`src/hdl/sss_pkg.sv`:
```
// Shared types for the sequential sampling skip block.
package sss_pkg;

    // One input transfer: counts and the uniform variate.
    typedef struct packed {
        logic [31:0] records_remaining;
        logic [31:0] samples_remaining;
        logic [31:0] uniform_fraction;
    } t_in;

    // One output transfer: the skip and the bad-count flag.
    typedef struct packed {
        logic [31:0] skip_count;
        logic        invalid;
    } t_out;

    // Commands from the sequencer to the serial arithmetic unit.
    typedef struct packed {
        logic load;
        logic mul_step;
        logic div_step;
    } t_unit_ctrl;

endpackage

```
`src/hdl/sequential_sampling_skip.sv`:
```
// Top level of the sequential sampling skip block (Vitter's method A).
//
// Usage: an input transfer carries N (records remaining), n (samples still
// wanted) and a uniform 0.FRACTION_BITS variate u. One output transfer
// follows for each input: the number of records to skip and an invalid flag
// that is set, with a zero skip, when n is 0, n exceeds N or N is 0.
// Both channels use valid/ready. The block takes one item at a time; while a
// result waits in the output register, the next item is already accepted.
// All arithmetic runs through one bit-serial unit that handles one bit per
// cycle. A bad-count item goes straight to the output; an item with n = 1
// takes one multiply, and other items take one divide and then a multiply
// and a divide for each record skipped.
// Reset clears the sequencer and the output valid; no clearing pass is needed.
// A stalled receiver holds the result; the sequencer then waits with the next
// finished result until the output register frees.
module sequential_sampling_skip
    import sss_pkg::*;
#(
    parameter int COUNT_BITS    = 32,
    parameter int FRACTION_BITS = 32
) (
    input  logic i_clk,
    input  logic i_rst_n,
    input  logic i_in_valid,
    output logic o_in_ready,
    input  t_in  i_in_data,
    output logic o_out_valid,
    input  logic i_out_ready,
    output t_out o_out_data
);

    localparam int CW    = COUNT_BITS;
    localparam int FW    = FRACTION_BITS;
    localparam int CNT_W = $clog2(FW);

    localparam logic [2:0] ST_IDLE  = 3'd0;
    localparam logic [2:0] ST_MUL   = 3'd1;
    localparam logic [2:0] ST_DIV   = 3'd2;
    localparam logic [2:0] ST_CHECK = 3'd3;
    localparam logic [2:0] ST_DONE  = 3'd4;

    logic [2:0]       r_state, n_state;
    logic [CNT_W-1:0] r_cnt, n_cnt;
    logic [CW-1:0]    r_skip, n_skip;
    logic [CW-1:0]    r_mul_op, n_mul_op;
    logic [CW-1:0]    r_div_op, n_div_op;
    logic [FW-1:0]    r_u, n_u;
    logic             r_single, n_single;
    logic             r_inv, n_inv;
    logic             r_out_valid, n_out_valid;
    t_out             r_out, n_out;

    t_unit_ctrl       unit_ctrl;
    logic [CW+FW-1:0] unit_load;
    logic [CW-1:0]    unit_operand;
    logic [CW+FW-1:0] acc;

    logic [CW+31:0]   n_ext;
    logic [CW+31:0]   small_ext;
    logic [FW+31:0]   u_ext;
    logic [CW-1:0]    in_big;
    logic [CW-1:0]    in_small;
    logic [FW-1:0]    in_u;
    logic [CW-1:0]    in_top;
    logic             in_bad;
    logic             in_xfer;
    logic [FW-1:0]    q_cur;
    logic             keep_going;
    logic [CW-1:0]    result_skip;
    logic [CW+31:0]   skip_ext;
    logic             out_free;

    // Input fields narrowed or widened to the parameter widths.
    assign n_ext     = {{CW{1'b0}}, i_in_data.records_remaining};
    assign small_ext = {{CW{1'b0}}, i_in_data.samples_remaining};
    assign u_ext     = {{FW{1'b0}}, i_in_data.uniform_fraction};
    assign in_big    = n_ext[CW-1:0];
    assign in_small  = small_ext[CW-1:0];
    assign in_u      = u_ext[FW-1:0];
    assign in_top    = in_big - in_small;
    assign in_bad    = (in_big == '0) || (in_small == '0) || (in_small > in_big);

    assign o_in_ready = (r_state == ST_IDLE);
    assign in_xfer    = i_in_valid && o_in_ready;

    // Loop test: continue while the quotient exceeds u and the skip has room.
    assign q_cur      = acc[FW-1:0];
    assign keep_going = (q_cur > r_u) && (r_mul_op != '0);

    // The single-sample case takes its skip from the product's high part.
    assign result_skip = r_single ? acc[CW+FW-1:FW] : r_skip;
    assign skip_ext    = {32'd0, result_skip};
    assign out_free    = !r_out_valid || i_out_ready;

    // Operand and load selection for the serial unit.
    assign unit_operand = (r_state == ST_DIV) ? r_div_op : r_mul_op;

    always_comb begin
        unit_ctrl.load     = 1'b0;
        unit_ctrl.mul_step = (r_state == ST_MUL);
        unit_ctrl.div_step = (r_state == ST_DIV);
        unit_load          = {{CW{1'b0}}, q_cur};
        if (r_state == ST_IDLE) begin
            unit_ctrl.load = in_xfer && !in_bad;
            if (in_small == CW'(1)) begin
                unit_load = {{CW{1'b0}}, in_u};
            end else begin
                unit_load = {in_top, {FW{1'b0}}};
            end
        end else if (r_state == ST_CHECK) begin
            unit_ctrl.load = keep_going;
        end
    end

    // Sequencer.
    always_comb begin
        n_state     = r_state;
        n_cnt       = r_cnt;
        n_skip      = r_skip;
        n_mul_op    = r_mul_op;
        n_div_op    = r_div_op;
        n_u         = r_u;
        n_single    = r_single;
        n_inv       = r_inv;
        n_out_valid = r_out_valid;
        n_out       = r_out;

        if (r_out_valid && i_out_ready) begin
            n_out_valid = 1'b0;
        end

        case (r_state)
            ST_IDLE: begin
                if (in_xfer) begin
                    n_skip   = '0;
                    n_u      = in_u;
                    n_cnt    = CNT_W'(FW - 1);
                    n_inv    = in_bad;
                    n_single = 1'b0;
                    if (in_bad) begin
                        n_state = ST_DONE;
                    end else if (in_small == CW'(1)) begin
                        n_single = 1'b1;
                        n_mul_op = in_big;
                        n_state  = ST_MUL;
                    end else begin
                        n_mul_op = in_top;
                        n_div_op = in_big;
                        n_state  = ST_DIV;
                    end
                end
            end
            ST_MUL: begin
                n_cnt = r_cnt - CNT_W'(1);
                if (r_cnt == '0) begin
                    n_cnt   = CNT_W'(FW - 1);
                    n_state = r_single ? ST_DONE : ST_DIV;
                end
            end
            ST_DIV: begin
                n_cnt = r_cnt - CNT_W'(1);
                if (r_cnt == '0) begin
                    n_cnt   = CNT_W'(FW - 1);
                    n_state = ST_CHECK;
                end
            end
            ST_CHECK: begin
                if (keep_going) begin
                    n_skip   = r_skip + CW'(1);
                    n_mul_op = r_mul_op - CW'(1);
                    n_div_op = r_div_op - CW'(1);
                    n_state  = ST_MUL;
                end else begin
                    n_state = ST_DONE;
                end
            end
            ST_DONE: begin
                if (out_free) begin
                    n_out_valid      = 1'b1;
                    n_out.skip_count = skip_ext[31:0];
                    n_out.invalid    = r_inv;
                    n_state          = ST_IDLE;
                end
            end
            default: begin
                n_state = ST_IDLE;
            end
        endcase
    end

    // Control registers.
    always_ff @(posedge i_clk) begin
        if (!i_rst_n) begin
            r_state     <= ST_IDLE;
            r_out_valid <= 1'b0;
        end else begin
            r_state     <= n_state;
            r_out_valid <= n_out_valid;
        end
    end

    // Payload registers.
    always_ff @(posedge i_clk) begin
        r_cnt    <= n_cnt;
        r_skip   <= n_skip;
        r_mul_op <= n_mul_op;
        r_div_op <= n_div_op;
        r_u      <= n_u;
        r_single <= n_single;
        r_inv    <= n_inv;
        r_out    <= n_out;
    end

    sss_serial_unit #(
        .COUNT_BITS    (CW),
        .FRACTION_BITS (FW)
    ) u_serial_unit (
        .i_clk        (i_clk),
        .i_ctrl       (unit_ctrl),
        .i_load_value (unit_load),
        .i_operand    (unit_operand),
        .o_acc        (acc)
    );

    assign o_out_valid = r_out_valid;
    assign o_out_data  = r_out;

endmodule

```
`src/hdl/sss_serial_unit.sv`:
```
// Bit-serial shift-add multiplier and restoring divider sharing one accumulator.
module sss_serial_unit
    import sss_pkg::*;
#(
    parameter int COUNT_BITS    = 32,
    parameter int FRACTION_BITS = 32
) (
    input  logic                                i_clk,
    input  t_unit_ctrl                          i_ctrl,
    input  logic [COUNT_BITS+FRACTION_BITS-1:0] i_load_value,
    input  logic [COUNT_BITS-1:0]               i_operand,
    output logic [COUNT_BITS+FRACTION_BITS-1:0] o_acc
);

    localparam int CW = COUNT_BITS;
    localparam int FW = FRACTION_BITS;

    logic [CW+FW-1:0] r_acc;
    logic [CW+FW-1:0] n_acc;
    logic [CW:0]      mul_sum;
    logic [CW:0]      div_rem;
    logic [CW+1:0]    div_diff;
    logic             div_ge;

    // Multiply step: add the operand into the high part when the low bit is set,
    // then shift the whole word right by one.
    assign mul_sum = {1'b0, r_acc[CW+FW-1:FW]} + (r_acc[0] ? {1'b0, i_operand} : '0);

    // Divide step: shift the next dividend bit into the remainder and subtract
    // the divisor when it fits; the quotient bit enters at the bottom.
    assign div_rem  = {r_acc[CW+FW-1:FW], r_acc[FW-1]};
    assign div_diff = {1'b0, div_rem} - {2'b00, i_operand};
    assign div_ge   = ~div_diff[CW+1];

    always_comb begin
        n_acc = r_acc;
        if (i_ctrl.load) begin
            n_acc = i_load_value;
        end else if (i_ctrl.mul_step) begin
            n_acc = {mul_sum, r_acc[FW-1:1]};
        end else if (i_ctrl.div_step) begin
            n_acc = {(div_ge ? div_diff[CW-1:0] : div_rem[CW-1:0]),
                     r_acc[FW-2:0], div_ge};
        end
    end

    always_ff @(posedge i_clk) begin
        r_acc <= n_acc;
    end

    assign o_acc = r_acc;

endmodule
```
`config.mk`:
```
export PLATFORM = sky130hd
export DESIGN_NAME = sequential_sampling_skip
export DESIGN_NICKNAME = d
export VERILOG_FILES = /design/src/hdl/sss_pkg.sv /design/src/hdl/sequential_sampling_skip.sv /design/src/hdl/sss_serial_unit.sv
export SDC_FILE = /design/constraint.sdc
export NUM_CORES = 1
export LEC_CHECK = 0
export ABC_AREA = 1
export BUFFER_PORTS_ARGS = -buffer_cell sky130_fd_sc_hd__buf_2
export CAP_MARGIN = 20
export CORE_UTILIZATION = 40
export CTS_BUF_LIST = sky130_fd_sc_hd__clkbuf_2 sky130_fd_sc_hd__clkbuf_4 sky130_fd_sc_hd__clkbuf_8
export DETAILED_ROUTE_END_ITERATION = 6
export SYNTH_ARGS = -nofsm -noshare
export SYNTH_HDL_FRONTEND = slang
export SYNTH_SLANG_ARGS = --single-unit
```
`constraint.sdc`:
```
create_clock -name i_clk -period 4.4 [get_ports i_clk]
set_input_delay 0.44 -clock i_clk [delete_from_list [all_inputs] [get_ports i_clk]]
set_output_delay 0.44 -clock i_clk [all_outputs]
set_load 0.02 [all_outputs]
```
# After elaboration in Yosys (flattened, before gate mapping)
# Cells that the tools add are included.
# word_totals
reg_bits	236
out_inout_bits	35
wordCells	102
# op_classes
addsub	7
n_lt_le_gt_ge	2
eq_ne	13
n_mux	40
bitwise	1
reduce_logical	26
# op_table
cell	n
32-bit 2-to-1 mux	14
64-bit 2-to-1 mux	5
32-bit case mux with 2 select lines	3
32-bit greater-than comparator	2
32-bit zero test	2
32-bit by 1-bit subtractor with 32-bit output, second input constant	2
33-bit by 32-bit subtractor with 34-bit output	1
32-bit by 33-bit adder with 33-bit output	1
32-bit by 1-bit adder with 32-bit output, second input constant	1
32-bit by 1-bit == test with 1-bit output, second input constant	1
32-bit nonzero test	1
32-bit subtractor	1
3-bit 2-to-1 mux	7
3-bit case mux with 5 select lines	1
2-bit inequality test, second input constant	7
5-bit 2-to-1 mux	2
5-bit case mux with 2 select lines	1
2-bit AND reduction	4
4-bit AND reduction	2
3-bit by 2-bit == test with 1-bit output, second input constant	2
1-bit 2-to-1 mux	6
5-bit zero test	1
5-bit AND reduction	1
5-bit by 1-bit subtractor with 5-bit output, second input constant	1
other kinds (13)	20

# Logic depth before layout (Yosys ltp)
# Gate-level depths: netlist of the first run.
# depth
depth_word	8
mapped_depth	24

# By module
# From an unflattened synthesis of the first run, not the netlist that was laid out.
# unflattened
hier_cells	3221
area_unflattened_um2	21859.7
# modules_own_cells
mod	instances	cells_each	area_per_inst_um2	seq_area_each_um2
sequential_sampling_skip	1	1800	13400.4	5124.9
sss_serial_unit	1	1421	8459.4	1921.8

# Worst setup path after synthesis of the first run
# OpenSTA, ideal clock, no wires.
# synth_timing
path_type	register to register
start	register r_state[2]
end	register r_div_op[0], enable pin
setup_time_ns	0.421
t_arrival_ns	4.187
required_time_ns	3.979
slack_ns	-0.208
path_stages_with_launch	9
cell_sequence	dfxtp_1 nor2_1 nand2_1 nor2_1 nand3_4 nand2_4 inv_2 buf_2 nor2_1
# synth_via
elab_chain_cells	4
word_cells_on_any_way	9
classes_between	5 x eq/ne; 4 x reduce/logical
# synth_rtl
element	line_no	text
start, declared	sequential_sampling_skip.sv:42	logic [2:0] r_state, n_state;
start signal, assigned	sequential_sampling_skip.sv:197	r_state <= n_state;
3-bit zero test	sequential_sampling_skip.sv:83, sequential_sampling_skip.sv:132	
1-bit logical AND	sequential_sampling_skip.sv:84	assign in_xfer = i_in_valid && o_in_ready;
2-bit by 1-bit inequality test with 1-bit output (no line)	n/a	
5-bit AND reduction (no line) *	n/a	
end signal, assigned	sequential_sampling_skip.sv:207	r_div_op <= n_div_op;
end, declared	sequential_sampling_skip.sv:46	logic [CW-1:0] r_div_op, n_div_op;
# Every way passes the cells marked *; elsewhere a longest branch is shown, timed or not.
# A chain may end at the register's enable or synchronous reset.

# Worst setup path in the final report of the first run
# layout_timing
start	register r_state[1]
end	register u_serial_unit.r_acc[39] (netlist: u_serial_unit.o_acc[39]), data pin
# layout_via
elab_chain_cells	7
word_cells_on_any_way	17
classes_between	2 x add/sub; 3 x eq/ne; 9 x mux; 3 x reduce/logical
# layout_rtl
element	line_no	text
3-bit by 2-bit == test with 1-bit output	sequential_sampling_skip.sv:96	assign unit_operand = (r_state == ST_DIV) ? r_div_op : r_mul_op;
32-bit 2-to-1 mux	sequential_sampling_skip.sv:96	
33-bit by 32-bit subtractor with 34-bit output	sss_serial_unit.sv:32	assign div_diff = {1'b0, div_rem} - {2'b00, i_operand};
32-bit 2-to-1 mux	sss_serial_unit.sv:42	n_acc = {(div_ge ? div_diff[CW-1:0] : div_rem[CW-1:0]),
64-bit 2-to-1 mux	sss_serial_unit.sv:41	end else if (i_ctrl.div_step) begin
64-bit 2-to-1 mux	sss_serial_unit.sv:39	end else if (i_ctrl.mul_step) begin
64-bit 2-to-1 mux *	sss_serial_unit.sv:37	if (i_ctrl.load) begin
via u_serial_unit.n_acc[39]	sss_serial_unit.sv:19	logic [CW+FW-1:0] n_acc;
end signal, assigned	sss_serial_unit.sv:48	r_acc <= n_acc;
end, declared	sss_serial_unit.sv:18	logic [CW+FW-1:0] r_acc;
# Mark *: on every way through the listed nets, which the timed path passes. The rest lies on a longest branch. The select of a mux whose other input is x is not followed.

==> results of run 1 <==
==> worst max-delay path, delay by kind of cell (launching register included) <==
family / cells / cell delay, ns
AO/OA/AOI/OAI: 2 / 0.80
flip-flops: 1 / 0.33
AND/OR/NAND/NOR: 12 / 1.73
buffers and inverters: 3 / 0.62
adder cells (fa/ha/maj): 1 / 0.39
==> cell families after synthesis <==
group	after synthesis	share of synthesized area, %
compound gates	469	12.1
xor+xnor	60	2.50
fa+ha+maj	136	8.21
buf+inv	463	8.59
flops	236	33.6
simple gates	1752	35.1
==> cell usage after synthesis, types with 33 or more instances <==
| cell type | n | area share [%] |
|---|---|---|
| a21oi_1 | 181 | 4.3 |
| clkbuf_1 | 48 | 0.86 |
| edfxtp_1 | 232 | 33 |
| ha_1 | 133 | 7.9 |
| inv_1 | 377 | 6.7 |
| nand2_1 | 993 | 18 |
| nand3_1 | 210 | 5.0 |
| nand4_1 | 72 | 2.1 |
| nor2_1 | 348 | 6.2 |
| nor3_1 | 52 | 1.2 |
| o21ai_0 | 209 | 5.0 |
| xor2_1 | 33 | 1.4 |
==> layer usage <==
metal | share of wire [%] | wire length, um | global-route usage [%]
met4 | 3.2 | 2600 | 10.1
met2 | 45 | 36400 | 48.6
met3 | 6.6 | 5310 | 4.17
met1 | 45 | 35900 | 40.8
met5 | 0 | 0 | 0
==> layout make-up <==
cell class | count | area [um2] | share of cell area [%]
multi-input cells | 2417 | 12200 | 51.8
inverters | 387 | 1450 | 6.18
clock buffers | 61 | 739 | 3.15
flip-flops and latches | 236 | 7050 | 30.0
repair buffers | 187 | 1110 | 4.74
diodes | 1 | 2.50 | 0.0106
well taps | 680 | 851 | 3.62
clock inverters | 16 | 133 | 0.564
==> flip-flops by register name (all words and copies together) (netlist names) <==
signal / count
r_div_op: 32
r_skip: 32
r_cnt: 5
u_serial_unit.o_acc: 64
o_out_data: 33
o_out_valid: 1
r_mul_op: 32
r_single: 1
r_u: 32
r_state: 3
r_inv: 1
==> what timing repair did <==
item	CTS	global route
endpoints found under the setup margin	0	0
hold buffers	8	0
hold endpoints to repair	8	0
==> path summary, 6_finish.rpt <==
check	start	end	slack (ns)	cells after the start
hold / removal	i_in_data[6]	r_u[6]$_DFFE_PP_	0.04	1
setup reg to reg	r_state[1]$_SDFFE_PN0P_	u_serial_unit.o_acc[39]$_DFFE_PP_	0.21	18
setup / recovery	r_state[1]$_SDFFE_PN0P_	u_serial_unit.o_acc[39]$_DFFE_PP_	0.21	18
hold reg to reg	r_inv$_DFFE_PP_	o_out_data[0]$_DFFE_PP_	0.42	0
==> power by group through the flow <==
stage,Sequential [mW],Combinational (mW),Clock (mW)
final,4.51,11.3,2.21
after global routing,4.57,12.6,2.35
after CTS,4.49,11.1,2.25
after detailed placement,4.53,11.0,0
after global placement,4.52,11.1,0
after floorplan,4.24,7.62,0
==> metrics, run 1 <==
CP peak stage delay 0.72 ns; placed inst area between 0.02 and 0.025 mm2; most frequent CP cell nand2_1; commonest non-fill, non-tap cell in the layout nand2_1; Gate power share 62.7%; die width 231 um; post-synthesis average cell area 6.74 um2; RSZ-0062 raised after global routing no; Async SR Flop Fraction 0%; CTS resizes 0; CTS tree yes; Layout Skew 0.0405 ns; Routed wire per std cell 20.1 um; Area Growth Syn to Fin 12.0%; Crit Path Class reg2reg; CTS Buf Count 43; Slew HR 27.6%; Peak VDD IR 0.345 mV; P_int approximately 8.5 mW; Core Footprint 0.0516 mm2; Slew @ Worst Pin 1.09 ns; non-filler instance count after layout 3,985; Fill cells 5,395; setup TNS 0 ns; Critical Path Fanout Max 59; Syn Nets 3,352; clock root buffer clkbuf_8; CP cell instances inv_1, nor2_1, nand2_1, buf_12, o21ai_0, ha_1, nand2_1, nor2_2, nand2_1, nor2_2, nand3_4, nand3_4, buf_4, nand2_1, o21ai_1, nand2_1, nand2_1, nand2_1; GRT Residual Overflow 0; postcts setup bufs 0; NumNets Final 3,508; clock net sink count 236; Fmax 239 MHz; Startpoint Class register; vias per cell 5.41; DR iter-0 viols roughly 2,100; port bufs 134; Post-DP HPWL approximately 64 mm; post-synthesis sequential area ratio between 30% and 40%; Final ANT Viol Nets 0; YS warnings 0; num rows 83; Yosys reg bits between 200 and 250; clk slew on worst S/H paths 0.07 ns; Final Cell Area 0.0235 mm2; power density cells 767 mW/mm2; crit end category register; H-tree lvl count 2; switching share of power 53.1%; Netlist Area Pre-Place approximately 0.021 mm2; Final Core Density 45.5%; Final Cycle Share 95.2%; DRC 0; min setup slack post-route around 0.21 ns; first drt pass iteration count 7; Final setup viols 0; CTS Buffer Depth 3; number of global-route vias before repair 20,978; HP Class in2reg; Synth Instances 3,116; clock share of power 12.2%; Tmin final 4.19 ns; maximum capacitance violations 0; Post-synth EDFFs 232; switching pwr 9.57 mW; fin. max-slew vios 0; share of layout cells above drive strength 1 9.59%; DIE AREA 0.0534 mm2; status finished, final reports clean; Final Hold Viols 0; total placed cells including tap cells 3,899; Arrival @ worst endpoint 4.53 ns; RD Place Congestion 1.02; final wirelength between 80 and 90 mm; Reg power frac 25.0%; Setup WS pre-CTS 0.424 ns; Crit path required time 4.74 ns; number of distinct library cells after synthesis 49; Die H between 200 and 250 um; initial antenna violation count 0; initial core utilization between 40% and 50%; most frequent cells in the layout nand2_1 (991), inv_1 (377), nor2_1 (345), edfxtp_1 (232), nand3_1 (210); gr usage total 30.0%; Final Power 18.0 mW; first-pass GRT wire length 122 mm; Vias approximately 22,000; Static Leak 11.1 nW; WHS 0.0412 ns; Top FF cell, synth edfxtp_1; Clock Latency Late Sink just over 0.6 ns; Slowest-stage cell, CP o21ai_0; largest net degree at the start of global routing 94; # IOs 135
No activity file was read; power rests on OpenSTA's default activity.
==> run 2, diff against run 1 <==
CTS_BUF_LIST = sky130_fd_sc_hd__clkbuf_4 sky130_fd_sc_hd__clkbuf_8   (was sky130_fd_sc_hd__clkbuf_2 sky130_fd_sc_hd__clkbuf_4 sky130_fd_sc_hd__clkbuf_8)
clock period = 4.1 ns   (was 4.4 ns; I/O delays follow)
==> run 2 against run 1 <==
  * Power grew 7.2%
  * Register-to-register slack lost 0.03 ns
  * Largest cell class unchanged
  * Critical endpoint is now u_serial_unit.o_acc[62]$_DFFE_PP_
  * Design area grew 1.4%
==> metrics, run 2 (same netlist as run 1, synthesis figures left out) <==
WHS Endpoint r_u[12]$_DFFE_PP_; worst flop-to-flop path endpoint u_serial_unit.o_acc[62]$_DFFE_PP_; gr usage total 30.0%; met2 wire length around 37 mm; origin of the critical flop-to-flop path r_state[1]$_SDFFE_PN0P_; CTS tree yes; Critical Path Fanout Max 41; DRC 0; GRT Residual Overflow 0; commonest non-fill, non-tap cell in the layout nand2_1; share of layout cells above drive strength 1 9.78%; final wirelength about 80 mm; Crit Path Class reg2reg; vias per cell 5.44; WHS 0.0431 ns; fin. max-slew vios 0; HP Start i_in_data[12]; Final Cycle Share 95.5%; Clock Latency Late Sink between 0.6 and 0.7 ns; NumNets Final 3,540; initial core utilization 40.7%; power density cells 811 mW/mm2; Tmin final 3.92 ns; Slew HR 29.2%; CTS Buffer Depth 3; Layout Skew 0.0319 ns; largest net degree at the start of global routing 94; Fmax 255 MHz; Crit path required time around 4.5 ns; internal reg-to-reg setup slack 0.18 ns; Final Hold Viols 0; die width between 200 and 250 um; Vias approximately 22,000; setup TNS 0 ns; first drt pass iteration count 7; first-pass GRT wire length 122 mm; status finished, final reports clean; RD Place Congestion 0.999; Core Footprint 0.0516 mm2; most frequent cells in the layout nand2_1 (991), inv_1 (377), nor2_1 (345), edfxtp_1 (232), nand3_1 (210); initial antenna violation count 1; Startpoint Class register; HP Class in2reg; Static Leak 11.2 nW; Post-DP HPWL between 60 and 70 mm; port bufs approximately 130; Reg2Reg Depth 20; postcts setup bufs 0; Final ANT Viol Nets 0; number of global-route vias before repair 21,240; num rows 83; maximum capacitance violations 0; CTS Buf Count 43; # IOs 135; RSZ-0062 raised after global routing no; Peak VDD IR 0.308 mV; Metal-1 WL 35.4 mm; Final setup viols 0; max FFs per register 64; clock net sink count around 240; max layer used met4; clock root buffer clkbuf_8; H-tree lvl count 2; met3 WL 5.12 mm; crit end category register; clk slew on worst S/H paths 0.07 ns; DR iter-0 viols 1,996; DIE AREA around 0.053 mm2; Arrival @ worst endpoint 4.27 ns; Cells on Worst Hold Path 1; Area Growth Syn to Fin 13.5%; Die H 231 um; Slew @ Worst Pin 1.06 ns; Routed wire per std cell around 20 um
[run 2: changes by cell type in the layout (fill, tap and decap cells not counted), moves of 2 or more]
cell,previous run,this run
dlygate4sd3_1,8,31
buf_4,43,50
clkbuf_8,45,50
o21ai_0,208,203
o21ai_1,12,17
buf_12,2,4
clkinv_2,5,3
[run 2: worst max-delay path: stages (launching register included)]
cell     delay [ns]
dfxtp_1        0.33
inv_1          0.06
nor2_1         0.21
nand2_1        0.25
buf_12         0.24
o21ai_0        0.62
nor2_1         0.11
ha_1           0.38
nand2_1        0.12
nor2_1         0.11
nand2_1        0.06
nand2_1        0.18
nand3_1        0.10
nand2_1        0.18
nand2_1        0.10
nand3_1        0.09
nand2_1        0.05
nor2_1         0.27
nor2_1         0.07
nand2_1        0.07
nand2_1        0.04
[run 2: what timing repair did]
| action | 4_1_cts | 5_1_grt |
|---|---|---|
| setup endpoints to repair | 0 | 27 |
| hold endpoints to repair | 31 | 0 |
| hold buffers | 31 | 0 |
| resized for setup | 0 | 6 |
[run 2: metal layers]
layer | track usage, % | vias to the layer above
met1 | 40.4 | 10268
met5 | 0 | -
met3 | 3.33 | 123
met4 | 10.9 | 0
met2 | 49.5 | 789
li1 | - | 10681
[run 2: area by class of cell]
class,count,area [um2]
Antenna cell,1,2.50
Clock inverter,9,63.8
Tap cell,680,851
Inverter,387,1450
Multi-Input combinational cell,2417,12200
Fill cell,5307,27800
Timing Repair Buffer,219,1440
Clock buffer,66,808
Sequential cell,236,7050
[run 2: worst max-delay path by stage]
| stage | start | end | slack [ns] | depth (start not counted) |
|---|---|---|---|---|
| 2_1_floorplan | r_state[2]$_SDFFE_PN0P_ | r_div_op[0]$_DFFE_PP_ | 0.14 | 8 |
| 6_report | r_state[1]$_SDFFE_PN0P_ | u_serial_unit.o_acc[62]$_DFFE_PP_ | 0.18 | 20 |
| 5_1_grt | r_state[1]$_SDFFE_PN0P_ | u_serial_unit.o_acc[48]$_DFFE_PP_ | 0.02 | 19 |
| 3_5_place_dp | r_state[1]$_SDFFE_PN0P_ | u_serial_unit.o_acc[53]$_DFFE_PP_ | 0.20 | 17 |
| 4_1_cts | r_state[1]$_SDFFE_PN0P_ | u_serial_unit.o_acc[53]$_DFFE_PP_ | 0.18 | 17 |
| 3_3_place_gp | r_state[1]$_SDFFE_PN0P_ | u_serial_unit.o_acc[53]$_DFFE_PP_ | 0.19 | 17 |
[run 2: per-stage QoR]
stage | utilization, % | instances | cell area [um2] | power (mW) | worst slack, ns
after floorplan | - | 3116 | 21000 | 12.7 | 0.135
after global placement | 43.9 | 3908 | 22600 | 16.7 | 0.191
after detailed placement | 43.9 | 3908 | 22600 | 16.7 | 0.204
after CTS | 46.2 | 4014 | 23800 | 19.1 | 0.178
after global routing | 46.2 | 4015 | 23800 | 20.9 | 0.0168
final | 46.2 | 4015 | 23800 | 19.3 | 0.185
[run 2: report_power, final]
| part | internal (mW) | switching, mW | total, mW |
|---|---|---|---|
| combinational | 3.92 | 8.22 | 12.1 |
| clock | 1.31 | 1.06 | 2.37 |
| sequential | 3.98 | 0.840 | 4.82 |
